File: config.mk
export PLATFORM = sky130hd
export DESIGN_NAME = csa_ctrl
export DESIGN_NICKNAME = d
export VERILOG_FILES = /design/src/sv/csa_pkg.sv /design/src/sv/csa_ctrl.sv
export SDC_FILE = /design/constraint.sdc
export NUM_CORES = 1
export LEC_CHECK = 0
export ABC_CLOCK_PERIOD_IN_PS = 2000
export BUFFER_PORTS_ARGS = -buffer_cell sky130_fd_sc_hd__buf_2
export CAP_MARGIN = 20
export CORE_ASPECT_RATIO = 1.25
export CORE_MARGIN = 2
export CORE_UTILIZATION = 47
export DETAILED_ROUTE_END_ITERATION = 12
export HOLD_SLACK_MARGIN = 0.15
export PLACE_DENSITY_LB_ADDON = 0.08
export SLEW_MARGIN = 40
export SYNTH_ARGS = -nofsm -noshare
export SYNTH_HDL_FRONTEND = slang
export SYNTH_SLANG_ARGS = --single-unit
File: constraint.sdc
create_clock -name clk -period 2 [get_ports clk]
set_input_delay 0.4 -clock clk [delete_from_list [all_inputs] [get_ports clk]]
set_output_delay 0.4 -clock clk [all_outputs]
set_load 0.005 [all_outputs]
File: src/sv/csa_pkg.sv
// Shared types and fixed constants of the contiguous slot allocator.
// No dependencies; every other file refers to it by scoped names.
package csa_pkg;

    localparam int BYTES_W = 19;
    localparam int SLOT_W  = 10;
    localparam int RUN_W   = 8;

    typedef enum logic [10:0] {
        S_INIT   = 11'b000_0000_0001,
        S_IDLE   = 11'b000_0000_0010,
        S_SEARCH = 11'b000_0000_0100,
        S_SEGQ   = 11'b000_0000_1000,
        S_SEGB   = 11'b000_0001_0000,
        S_LIMIT  = 11'b000_0010_0000,
        S_COUNT  = 11'b000_0100_0000,
        S_WRITE  = 11'b000_1000_0000,
        S_MSTART = 11'b001_0000_0000,
        S_MERGE  = 11'b010_0000_0000,
        S_FINISH = 11'b100_0000_0000
    } state_t;

    typedef enum logic [3:0] {
        OP_NONE,
        OP_INIT,
        OP_LOAD,
        OP_SEARCH,
        OP_SEGQ,
        OP_SEGB,
        OP_LIMIT,
        OP_COUNT,
        OP_WRITE,
        OP_MSTART,
        OP_MERGE
    } dp_op_t;

    typedef struct packed {
        dp_op_t op;
        logic   out_load;
        logic   out_grant;
    } dp_cmd_t;

    typedef struct packed {
        logic init_last;
        logic req_zero;
        logic req_free;
        logic slot_bad;
        logic hit;
        logic miss_end;
        logic write_last;
        logic at_seg_start;
        logic run_zero;
        logic merge_last;
    } dp_stat_t;

endpackage

File: src/sv/csa_ctrl.sv
// Controller state machine of the slot allocator: sequences init sweep,
// search, fill and merge, and owns the response valid. Depends on csa_pkg.
module csa_ctrl (
    input  logic                clk,
    input  logic                rst_n,
    input  logic                in_valid,
    output logic                in_ready,
    output logic                out_valid,
    input  logic                out_ready,
    input  csa_pkg::dp_stat_t   stat,
    output csa_pkg::dp_cmd_t    cmd
);

    csa_pkg::state_t state_reg, state_next;
    logic            grant_reg, grant_next;
    logic            out_valid_reg, out_valid_next;

    always_comb
    begin
        state_next     = state_reg;
        grant_next     = grant_reg;
        out_valid_next = out_valid_reg && !out_ready;
        in_ready       = 1'b0;
        cmd.op         = csa_pkg::OP_NONE;
        cmd.out_load   = 1'b0;
        cmd.out_grant  = grant_reg;

        unique case (state_reg)
            csa_pkg::S_INIT:
            begin
                cmd.op = csa_pkg::OP_INIT;
                if (stat.init_last)
                begin
                    state_next = csa_pkg::S_IDLE;
                end
            end
            csa_pkg::S_IDLE:
            begin
                in_ready = 1'b1;
                if (in_valid)
                begin
                    cmd.op = csa_pkg::OP_LOAD;
                    if (stat.req_zero || (stat.req_free && stat.slot_bad))
                    begin
                        grant_next = 1'b0;
                        state_next = csa_pkg::S_FINISH;
                    end
                    else if (stat.req_free)
                    begin
                        state_next = csa_pkg::S_SEGQ;
                    end
                    else
                    begin
                        state_next = csa_pkg::S_SEARCH;
                    end
                end
            end
            csa_pkg::S_SEARCH:
            begin
                cmd.op = csa_pkg::OP_SEARCH;
                if (stat.hit)
                begin
                    state_next = csa_pkg::S_SEGQ;
                end
                else if (stat.miss_end)
                begin
                    grant_next = 1'b0;
                    state_next = csa_pkg::S_FINISH;
                end
            end
            csa_pkg::S_SEGQ:
            begin
                cmd.op     = csa_pkg::OP_SEGQ;
                state_next = csa_pkg::S_SEGB;
            end
            csa_pkg::S_SEGB:
            begin
                cmd.op     = csa_pkg::OP_SEGB;
                state_next = csa_pkg::S_LIMIT;
            end
            csa_pkg::S_LIMIT:
            begin
                cmd.op     = csa_pkg::OP_LIMIT;
                state_next = csa_pkg::S_COUNT;
            end
            csa_pkg::S_COUNT:
            begin
                cmd.op     = csa_pkg::OP_COUNT;
                state_next = csa_pkg::S_WRITE;
            end
            csa_pkg::S_WRITE:
            begin
                cmd.op = csa_pkg::OP_WRITE;
                if (stat.write_last)
                begin
                    state_next = csa_pkg::S_MSTART;
                end
            end
            csa_pkg::S_MSTART:
            begin
                cmd.op     = csa_pkg::OP_MSTART;
                grant_next = 1'b1;
                if (stat.at_seg_start)
                begin
                    state_next = csa_pkg::S_FINISH;
                end
                else
                begin
                    state_next = csa_pkg::S_MERGE;
                end
            end
            csa_pkg::S_MERGE:
            begin
                cmd.op = csa_pkg::OP_MERGE;
                if (stat.run_zero || stat.merge_last)
                begin
                    state_next = csa_pkg::S_FINISH;
                end
            end
            csa_pkg::S_FINISH:
            begin
                if (!out_valid_reg || out_ready)
                begin
                    cmd.out_load   = 1'b1;
                    out_valid_next = 1'b1;
                    state_next     = csa_pkg::S_IDLE;
                end
            end
            default:
            begin
                state_next = csa_pkg::S_IDLE;
            end
        endcase
    end

    always_ff @(posedge clk or negedge rst_n)
    begin
        if (!rst_n)
        begin
            state_reg     <= csa_pkg::S_INIT;
            grant_reg     <= 1'b0;
            out_valid_reg <= 1'b0;
        end
        else
        begin
            state_reg     <= state_next;
            grant_reg     <= grant_next;
            out_valid_reg <= out_valid_next;
        end
    end

    assign out_valid = out_valid_reg;

    a_no_overwrite: assert property (@(posedge clk) disable iff (!rst_n)
        cmd.out_load |-> (!out_valid_reg || out_ready))
        else $error("response word overwritten before taken");

    a_accept_leaves_idle: assert property (@(posedge clk) disable iff (!rst_n)
        (in_valid && in_ready) |=> (state_reg != csa_pkg::S_IDLE))
        else $error("accepted request word not started");

endmodule

After elaboration in Yosys (flattened, before gate mapping)
Cells that the tools add are included.
{"block": "totals", "mem_bits_rw": 0, "input_bits": 14, "romBits": 0, "n_memories": 0, "out_inout_bits": 8, "latchBits": 0, "regBits": 13}
{"block": "op_classes", "n_addsub": 0, "div_mod_pow": 0, "eq_ne": 20, "bitwise_logic": 0, "reduce_logical": 10, "n_lt_le_gt_ge": 0, "mux": 23, "n_shift": 0, "n_mul": 0}
{"op": "$pmux 11 s11", "count": 1}
{"op": "$mux 11", "count": 9}
{"op": "$pmux 4 s10", "count": 1}
{"op": "$ne 2x2->1 const B", "count": 8}
{"op": "$eq 11x1->1 const B", "count": 1}
{"op": "$eq 11x10->1 const B", "count": 1}
{"op": "$eq 11x11->1 const B", "count": 1}
{"op": "$eq 11x2->1 const B", "count": 1}
{"op": "$eq 11x3->1 const B", "count": 1}
{"op": "$eq 11x4->1 const B", "count": 1}
{"op": "$eq 11x5->1 const B", "count": 1}
{"op": "$eq 11x6->1 const B", "count": 1}
{"op": "$eq 11x7->1 const B", "count": 1}
{"op": "$eq 11x8->1 const B", "count": 1}
{"op": "$eq 11x9->1 const B", "count": 1}
{"op": "$mux 1", "count": 9}
{"op": "$reduce_and 6->1", "count": 1}
{"op": "$reduce_and 5->1", "count": 1}
{"op": "$mux 4", "count": 1}
{"op": "$logic_or 1x1->1", "count": 3}
{"op": "$ne 3x3->1 const B", "count": 1}
{"op": "$pmux 1 s3", "count": 1}
{"op": "$reduce_bool 3->1", "count": 1}
{"op": "$logic_and 1x1->1", "count": 2}
{"op": "other kinds (2)", "count": 3}

Logic depth before layout (Yosys ltp)
Gate-level depths: netlist (run 1).
{"block": "logic_depth", "ltp_word": 5, "mapped_depth": 6, "ltp_nobuf": 5}

Least setup slack after synthesis (run 1)
No wires, ideal clock.
{"block": "synth_path", "path_type": "register to register", "from": "reg state_reg[1]", "to": "reg state_reg[1]", "synth_period_minus_slack_ns": 1.935, "arrival_ns": 1.810, "slack_ns": 0.065, "stages_incl_launch_ff": 7, "path_buffers": 1, "cell_sequence": "dfrtp_1 > buf_6 > nor4_4 > nand4_2 > or3_4 > nand4bb_2 > mux2_4"}
{"block": "synth_via", "elab_chain_cells": 3, "elab_cells_between_ends": 19, "classes_between": "17 x eq/ne; 1 x mux; 1 x reduce/logical"}
{"item": "start, declared", "line_no": "csa_ctrl.sv:14", "text": "csa_pkg::state_t state_reg, state_next;"}
{"item": "start signal, assigned", "line_no": "csa_ctrl.sv:140", "text": "state_reg <= csa_pkg::S_INIT;"}
{"item": "start signal, assigned", "line_no": "csa_ctrl.sv:146", "text": "state_reg <= state_next;"}
{"item": "$eq 11x3->1 (tied with other cells)", "line_no": "csa_ctrl.sv:28", "text": "unique case (state_reg)"}
{"item": "$ne 3x3->1 (no line) / $ne 2x2->1 (equally long branches)"}
{"item": "$reduce_and 6->1 (no line)"}
Several ways; a longest one is shown, not always the timed one.
A chain may end at the register's enable or synchronous reset.

==> results by group, run 1 <==
Status
  • Status: complete, but fails checks
  • Failing checks: negative setup slack

GRT
  • Gr usage total: roughly 25%
  • Pin count of the biggest net entering global routing: 14
  • Initial antenna violation count: 0
  • First-pass GRT wire length: around 4500 um
  • Number of global-route vias before repair: about 980
  • Remaining global-route overflow: 0

Finish
  • Commonest non-fill, non-tap cell in the layout: buf_4
  • Area of the multi-input gates: a little over 700 um^2
  • Filler cell count: approximately 120
  • P&R area growth vs syn: 66.14%
  • Final instance area: ~1600 um^2
  • ANT cells: 0
  • Max reg flops: 11
  • Register area: about 330 um^2
  • Most frequent cells in the layout: buf_4, buf_2, buf_6
  • Nets: about 180
  • Layout cell share with drive strength beyond 1: between 60% and 70%

Worst hold path
  • Hold Path End: state_reg[9]$_DFFE_PN0P_
  • Worst Hold Class: in2reg
  • HP Start: stat[2]
  • Hold depth: 2

Synthesis
  • Post-synth cell types: 42
  • Area leader, netlist: dfrtp_1
  • Async S/R FF share, synth: between 90% and 100%
  • Seq/Total Area, Yosys: roughly a third
  • Synth area leaders: dfrtp_1, nor4_4, nor3_1
  • Top cell type's share of synthesized area: around a third
  • Top_reg_cell synth: dfrtp_1
  • Post-synth EDFFs: 0
  • Syn Area/Cell: 9.555 um^2
  • FF+latch count, synth: 13
  • Synth warn: 0
  • Synthesized instance count: a little under 100
  • Syn_nets: around 110
  • Mapped Area: 945.9 um^2

Power
  • Static Leak: 0.7065 nW
  • Maximum VDD drop: between 700 and 800 uV
  • PwrDens: 1033 nW/um^2

Timing
  • Worst-margin pin slew: between 0.3 and 0.4 ns
  • Minimum clock period: ~2.3 ns
  • Final setup viols: 12
  • Post-route setup slack: -0.3391 ns
  • Fmax: ~430 MHz
  • RSZ-0062 raised after global routing: yes
  • Worst Skew: approximately 0.013 ns
  • Final Hold Fails: 0
  • Worst rel slew slack: between 70% and 80%
  • Slew Viols, Final: 0
  • Final Cycle Share: 117.0%

Die
  • Die Y-Extent: between 50 and 60 um
  • # rows: 18
  • Total I/O pin count: 22
  • Die Area: about 2400 um^2
  • Core Area: 1937 um^2
  • Initial Utilization: 48.84%
  • Die width: 44.13 um

Worst setup path
  • Crit Path Max Fanout: 3
  • R2r endpoint: state_reg[1]$_DFFE_PN0P_
  • Slowest CP cell: dfrtp_1
  • CP startpoint kind: flop
  • Max incr delay on CP: about 0.42 ns
  • Cells on worst reg2reg path: 8
  • Buf/Inv on CP: 2
  • Cell Chain, Critical Path: nor4_4, buf_4, nand2_4, nor4b_4, nor3_2, o21ai_1, buf_2
  • CP endpoint kind: output port
  • CP arrival: roughly 1.9 ns
  • FF-to-FF setup slack: -0.16 ns
  • WP data required: 1.60 ns
  • WS Path Type: reg2out
  • Top delay family on crit path: simple AND/OR/NAND/NOR gates
  • Worst reg2reg startpoint: state_reg[5]$_DFFE_PN0P_

Route
  • Wire length per cell: ~18 um
  • Drt first-iter violations: 26
  • DRC violations left: 0
  • Post-DRT Antenna Nets: 0
  • WL final: roughly 3300 um
  • Via density per instance: 6.104
  • Routed vias: 1,111
  • DRT Pass-1 Iters: 4

Placement
  • Gpl congestion: slightly below 0.9
  • PortBufs: 21
  • DP Wirelength: roughly 1900 um
  • Post-Place Setup Slack: about 0.013 ns
  • Area after DPL: 1221 um^2

Clock tree
  • H-tree levels: 1
  • CTS tree: yes
  • Clock Path Buffers: 2
  • CTS Sinks: 13
  • Clock latency at the later pin of the worst-skew pair: roughly 0.30 ns
  • Clk root buf: clkbuf_4
  • Reg clk slew, reported paths: roughly 0.090 ns
  • TritonCTS Buffers: 3

Job
  • Max Cap Violations: 0
[metal layers]
| metal | vias to the layer above | share of wire, % | global-route usage, % |
|---|---|---|---|
| li1 | 507 | - | - |
| met1 | 529 | 37 | 32.51 |
| met2 | 63 | 53 | 44.36 |
| met3 | 12 | 6.4 | 2.685 |
| met4 | 0 | 3.0 | 8.081 |
| met5 | - | 0 | 0 |
[cells in the mapped netlist (all sizes together) (2+ instances only)]
library cell and number:
buf 3, nand2b 2, nor4 6, or4 2, a21oi 5, or3 3
nand2 4, dfrtp 12, nor2 6, xor2 2, or4b 5, nand4 2
nand3 4, inv 5, o22ai 2, o21ai 8, xnor2 3, nor3 10
[area by class of cell]
| class | instances | area share, % |
|---|---|---|
| Clock buffer | 4 | 1.672 |
| Inverter | 5 | 1.194 |
| Multi-Input combinational cell | 77 | 45.22 |
| Sequential cell | 13 | 21.10 |
| Tap cell | 20 | 1.592 |
| Timing Repair Buffer | 63 | 29.22 |
[cell families (layout without fill, tap and decap cells)]
logic type | Yosys count | after routing | share of synthesized area, %
buf+inv | 9 | 72 | 4.894
compound gates | 21 | 21 | 14.29
mux | 1 | 1 | 1.587
flops | 13 | 13 | 34.52
simple gates | 50 | 50 | 40.08
xor+xnor | 5 | 5 | 4.630
[worst register-to-register path: cells and delay by family (launching register included)]
family / cells / cell delay [ns]
buffers and inverters: 3 / 0.41
muxes: 1 / 0.30
DFF: 1 / 0.42
and+or+nand+nor: 4 / 0.91
[per-stage QoR]
step | util [%] | setup TNS, ns | total power [W] | hold slack, ns | instances
final | 81.14 | -1.904 | 0.001624 | 0.3145 | 182
after global routing | 81.14 | -2.965 | 0.001711 | 0.3063 | 182
after CTS | 73.90 | -0.8194 | 0.001378 | 0.3227 | 175
after detailed placement | 63.05 | 0 | 0.001014 | 0.3092 | 159
after global placement | 63.05 | 0 | 0.001007 | 0.3133 | 159
after floorplan | - | 0 | 0.0007542 | 0.1044 | 99
[repair_timing]
| action | 4_1_cts | 5_1_grt |
|---|---|---|
| endpoints found under the hold margin | 12 | 0 |
| pin swaps | 10 | 9 |
| hold buffers | 1 | 0 |
| buffers inserted | 11 | 7 |
| endpoints found under the setup margin | 6 | 8 |
| resized for setup | 20 | 19 |
[power breakdown]
part	total [W]	leakage, nW	switching, W	internal (W)
Sequential	0.000370	0.167	0.0000671	0.000303
Combinational	0.00108	0.525	0.000496	0.000580
Clock	0.000177	0.0150	0.0000995	0.0000778
Total	0.00162	0.707	0.000662	0.000961
[worst max-delay path by stage]
stage / start / endpoint / slack [ns] / cells after the start
finish: state_reg[5]$_DFFE_PN0P_ / cmd[2] / -0.34 / 7
global route: state_reg[5]$_DFFE_PN0P_ / cmd[2] / -0.49 / 7
CTS: state_reg[6]$_DFFE_PN0P_ / cmd[2] / -0.21 / 7
detailed placement: state_reg[1]$_DFFE_PN0P_ / state_reg[1]$_DFFE_PN0P_ / 0.01 / 6
global placement: state_reg[0]$_DFFE_PN1P_ / state_reg[1]$_DFFE_PN0P_ / 0.01 / 4
floorplan: state_reg[1]$_DFFE_PN0P_ / state_reg[1]$_DFFE_PN0P_ / 0.07 / 6
No activity file was read; power rests on OpenSTA's default activity.
==> run 2: changes to the inputs <==
- CORE_UTILIZATION: 47 -> 35
==> run 2 against run 1 <==
The flow still finishes with violations (negative setup slack). Register-to-register slack improved by 0.02 ns. Combinational power is essentially flat. First-iteration DRC count is 31% higher. Die area up 31%. Sequential share of layout area shrank 0.73 points. Critical endpoint unchanged. Highest routed layer unchanged.
==> results by group, run 2 (synthesis results as in run 1) <==
Status
  • Status: complete, but fails checks
  • Failing checks: negative setup slack

Placement
  • Gpl congestion: 0.8426 (-5.5%)
  • Placed insts: 177 (+11%)
  • DP Wirelength: 2066 um (+10%)
  • PortBufs: 21 (unchanged)

Worst setup path
  • CP startpoint kind: flop
  • Slowest CP cell: dfrtp_2
  • WS Path Type: reg2out
  • Worst reg2reg startpoint: state_reg[6]$_DFFE_PN0P_
  • CP endpoint kind: output port
  • Crit Path Max Fanout: 4 (+1)
  • CP arrival: 1.90 ns (-0.04 ns)
  • Max incr delay on CP: 0.44 ns (+0.02 ns)
  • FF-to-FF setup slack: -0.14 ns (+0.02 ns)
  • Cell Chain, Critical Path: nor4_4, buf_4, nand2_1, nor3_4, nor3_2, o21ai_1, buf_2
  • R2r endpoint: state_reg[1]$_DFFE_PN0P_
  • WP data required: 1.60 ns (about the same)
  • Cells on worst reg2reg path: 7 (-1)

GRT
  • First-pass GRT wire length: 5250 um (+17%)
  • Remaining global-route overflow: 0 (unchanged)
  • Gr usage total: 21.81% (-3.6 points)
  • Initial antenna violation count: 0 (unchanged)
  • Number of global-route vias before repair: 1,120 (+15%)
  • Pin count of the biggest net entering global routing: 14 (unchanged)

Finish
  • Commonest non-fill, non-tap cell in the layout: buf_4
  • Most frequent cells in the layout: buf_4, buf_2, dfrtp_1
  • ANT cells: 0 (unchanged)
  • Layout cell share with drive strength beyond 1: 62.20% (+0.47 points)
  • Fin cells: 198 (+8.8%)
  • Nets: 179 (+1.1%)
  • Max reg flops: 11 (unchanged)
  • P&R area growth vs syn: 70.77%

Route
  • DRC violations left: 0 (unchanged)
  • Wire length per cell: 16.06 um (-12%)
  • Post-DRT Antenna Nets: 0 (unchanged)
  • Drt first-iter violations: 34 (+31%)
  • Via density per instance: 5.444 (-11%)
  • DRT Pass-1 Iters: 4 (unchanged)
  • WL final: 3179 um (-4.4%)
  • Routed vias: 1,078 (-3.0%)

Power
  • Maximum VDD drop: 641.9 uV (-19%)
  • PwrDens: 998.3 nW/um^2 (-3.4%)
  • Static Leak: 0.7199 nW (+1.9%)

Timing
  • Worst Skew: 0.004708 ns (-0.008746 ns)
  • Worst-margin pin slew: 0.3784 ns (+0.0008595 ns)
  • Minimum clock period: 2.302 ns (-0.03689 ns)
  • Fmax: 434.4 MHz (+1.6%)
  • Slew Viols, Final: 0 (unchanged)
  • Final setup viols: 10 (-2)
  • Final hold slack: 0.3185 ns (+0.004007 ns)
  • Worst rel slew slack: 74.58% (about the same)
  • Final Cycle Share: 115.1% (-1.8 points)
  • Post-route setup slack: -0.3022 ns (+0.03689 ns)
  • RSZ-0062 raised after global routing: yes
  • Final Hold Fails: 0 (unchanged)

Clock tree
  • H-tree levels: 1 (unchanged)
  • CTS Sinks: 13 (unchanged)
  • Reg clk slew, reported paths: 0.09 ns (about the same)
  • Clock latency at the later pin of the worst-skew pair: 0.29 ns (about the same)
  • TritonCTS Buffers: 3 (unchanged)
  • Clk root buf: clkbuf_4
  • CTS tree: yes
  • Clock Path Buffers: 2 (unchanged)

Worst hold path
  • Hold depth: 2 (unchanged)
  • Hold Path End: state_reg[9]$_DFFE_PN0P_
  • Worst Hold Class: in2reg
  • HP Start: stat[2]

Die
  • Die Area: 3137 um^2 (+31%)
  • Total I/O pin count: 22 (unchanged)
  • Initial Utilization: 36.00% (-13 points)
  • Core Area: 2628 um^2 (+36%)
  • Die width: 50.50 um (+14%)
  • Die Y-Extent: 62.13 um (+15%)
  • # rows: 21 (+3)

Job
  • Max Cap Violations: 0 (unchanged)
[run 2: cell types whose count changed in the layout (fill, tap and decap cells not counted), sizes merged]
cell and change:
buf +2
[run 2: cell type report]
| class | count | area, um^2 |
|---|---|---|
| fillers | 230 | 1012 |
| multi-input cells | 77 | 730.7 |
| repair buffers | 65 | 467.9 |
| flip-flops and latches | 13 | 329.1 |
| well taps | 34 | 42.54 |
| clock buffers | 4 | 26.28 |
| inverters | 5 | 18.77 |
[run 2: what timing repair did]
item | CTS | global route
buffers inserted | 13 | 8
setup endpoints to repair | 7 | 12
resized for setup | 33 | 9
pin swaps | 6 | 8
hold buffers | 1 | 0
hold endpoints to repair | 12 | 0
[run 2: power by group]
part	switching, W	total [W]	internal (W)
Sequential	0.0000544	0.000357	0.000303
Clock	0.0000987	0.000176	0.0000777
Combinational	0.000503	0.00108	0.000575
Total	0.000656	0.00161	0.000956
[run 2: worst max path at each step]
stage,startpoint,endpoint,slack [ns],cells past startpoint
3_3_place_gp,state_reg[5]$_DFFE_PN0P_,cmd[2],-0.04,6
6_report,state_reg[1]$_DFFE_PN0P_,cmd[2],-0.30,7
2_1_floorplan,state_reg[1]$_DFFE_PN0P_,state_reg[1]$_DFFE_PN0P_,0.07,6
3_5_place_dp,state_reg[5]$_DFFE_PN0P_,cmd[2],-0.02,6
4_1_cts,state_reg[7]$_DFFE_PN0P_,cmd[2],-0.30,6
5_1_grt,state_reg[1]$_DFFE_PN0P_,cmd[2],-0.41,7
[run 2: layer usage]
metal,wire [um],vias to the layer above,global-route usage [%]
met5,0,-,0
met4,84,0,8.784
met3,84,9,2.404
met2,1703,33,38.16
met1,1307,526,26.65
li1,-,510,-
[run 2: through the flow]
stage	total power, W	setup slack (ns)	utilization, %	setup TNS (ns)	instance area (um^2)
floorplan	0.0007542	0.06543	-	0	945.9
global placement	0.001061	-0.03672	48.29	-0.03672	1269
detailed placement	0.001058	-0.01648	48.29	-0.01954	1269
CTS	0.001469	-0.2951	58.29	-1.227	1531
global route	0.001717	-0.4136	61.48	-2.598	1615
finish	0.001613	-0.3022	61.48	-1.501	1615
[run 2: worst max-delay path, delay by kind of cell (launching register included)]
kind / cells / cell delay, ns
compound gates: 1 / 0.08
buf+inv: 2 / 0.32
flops: 1 / 0.44
simple gates: 4 / 0.77
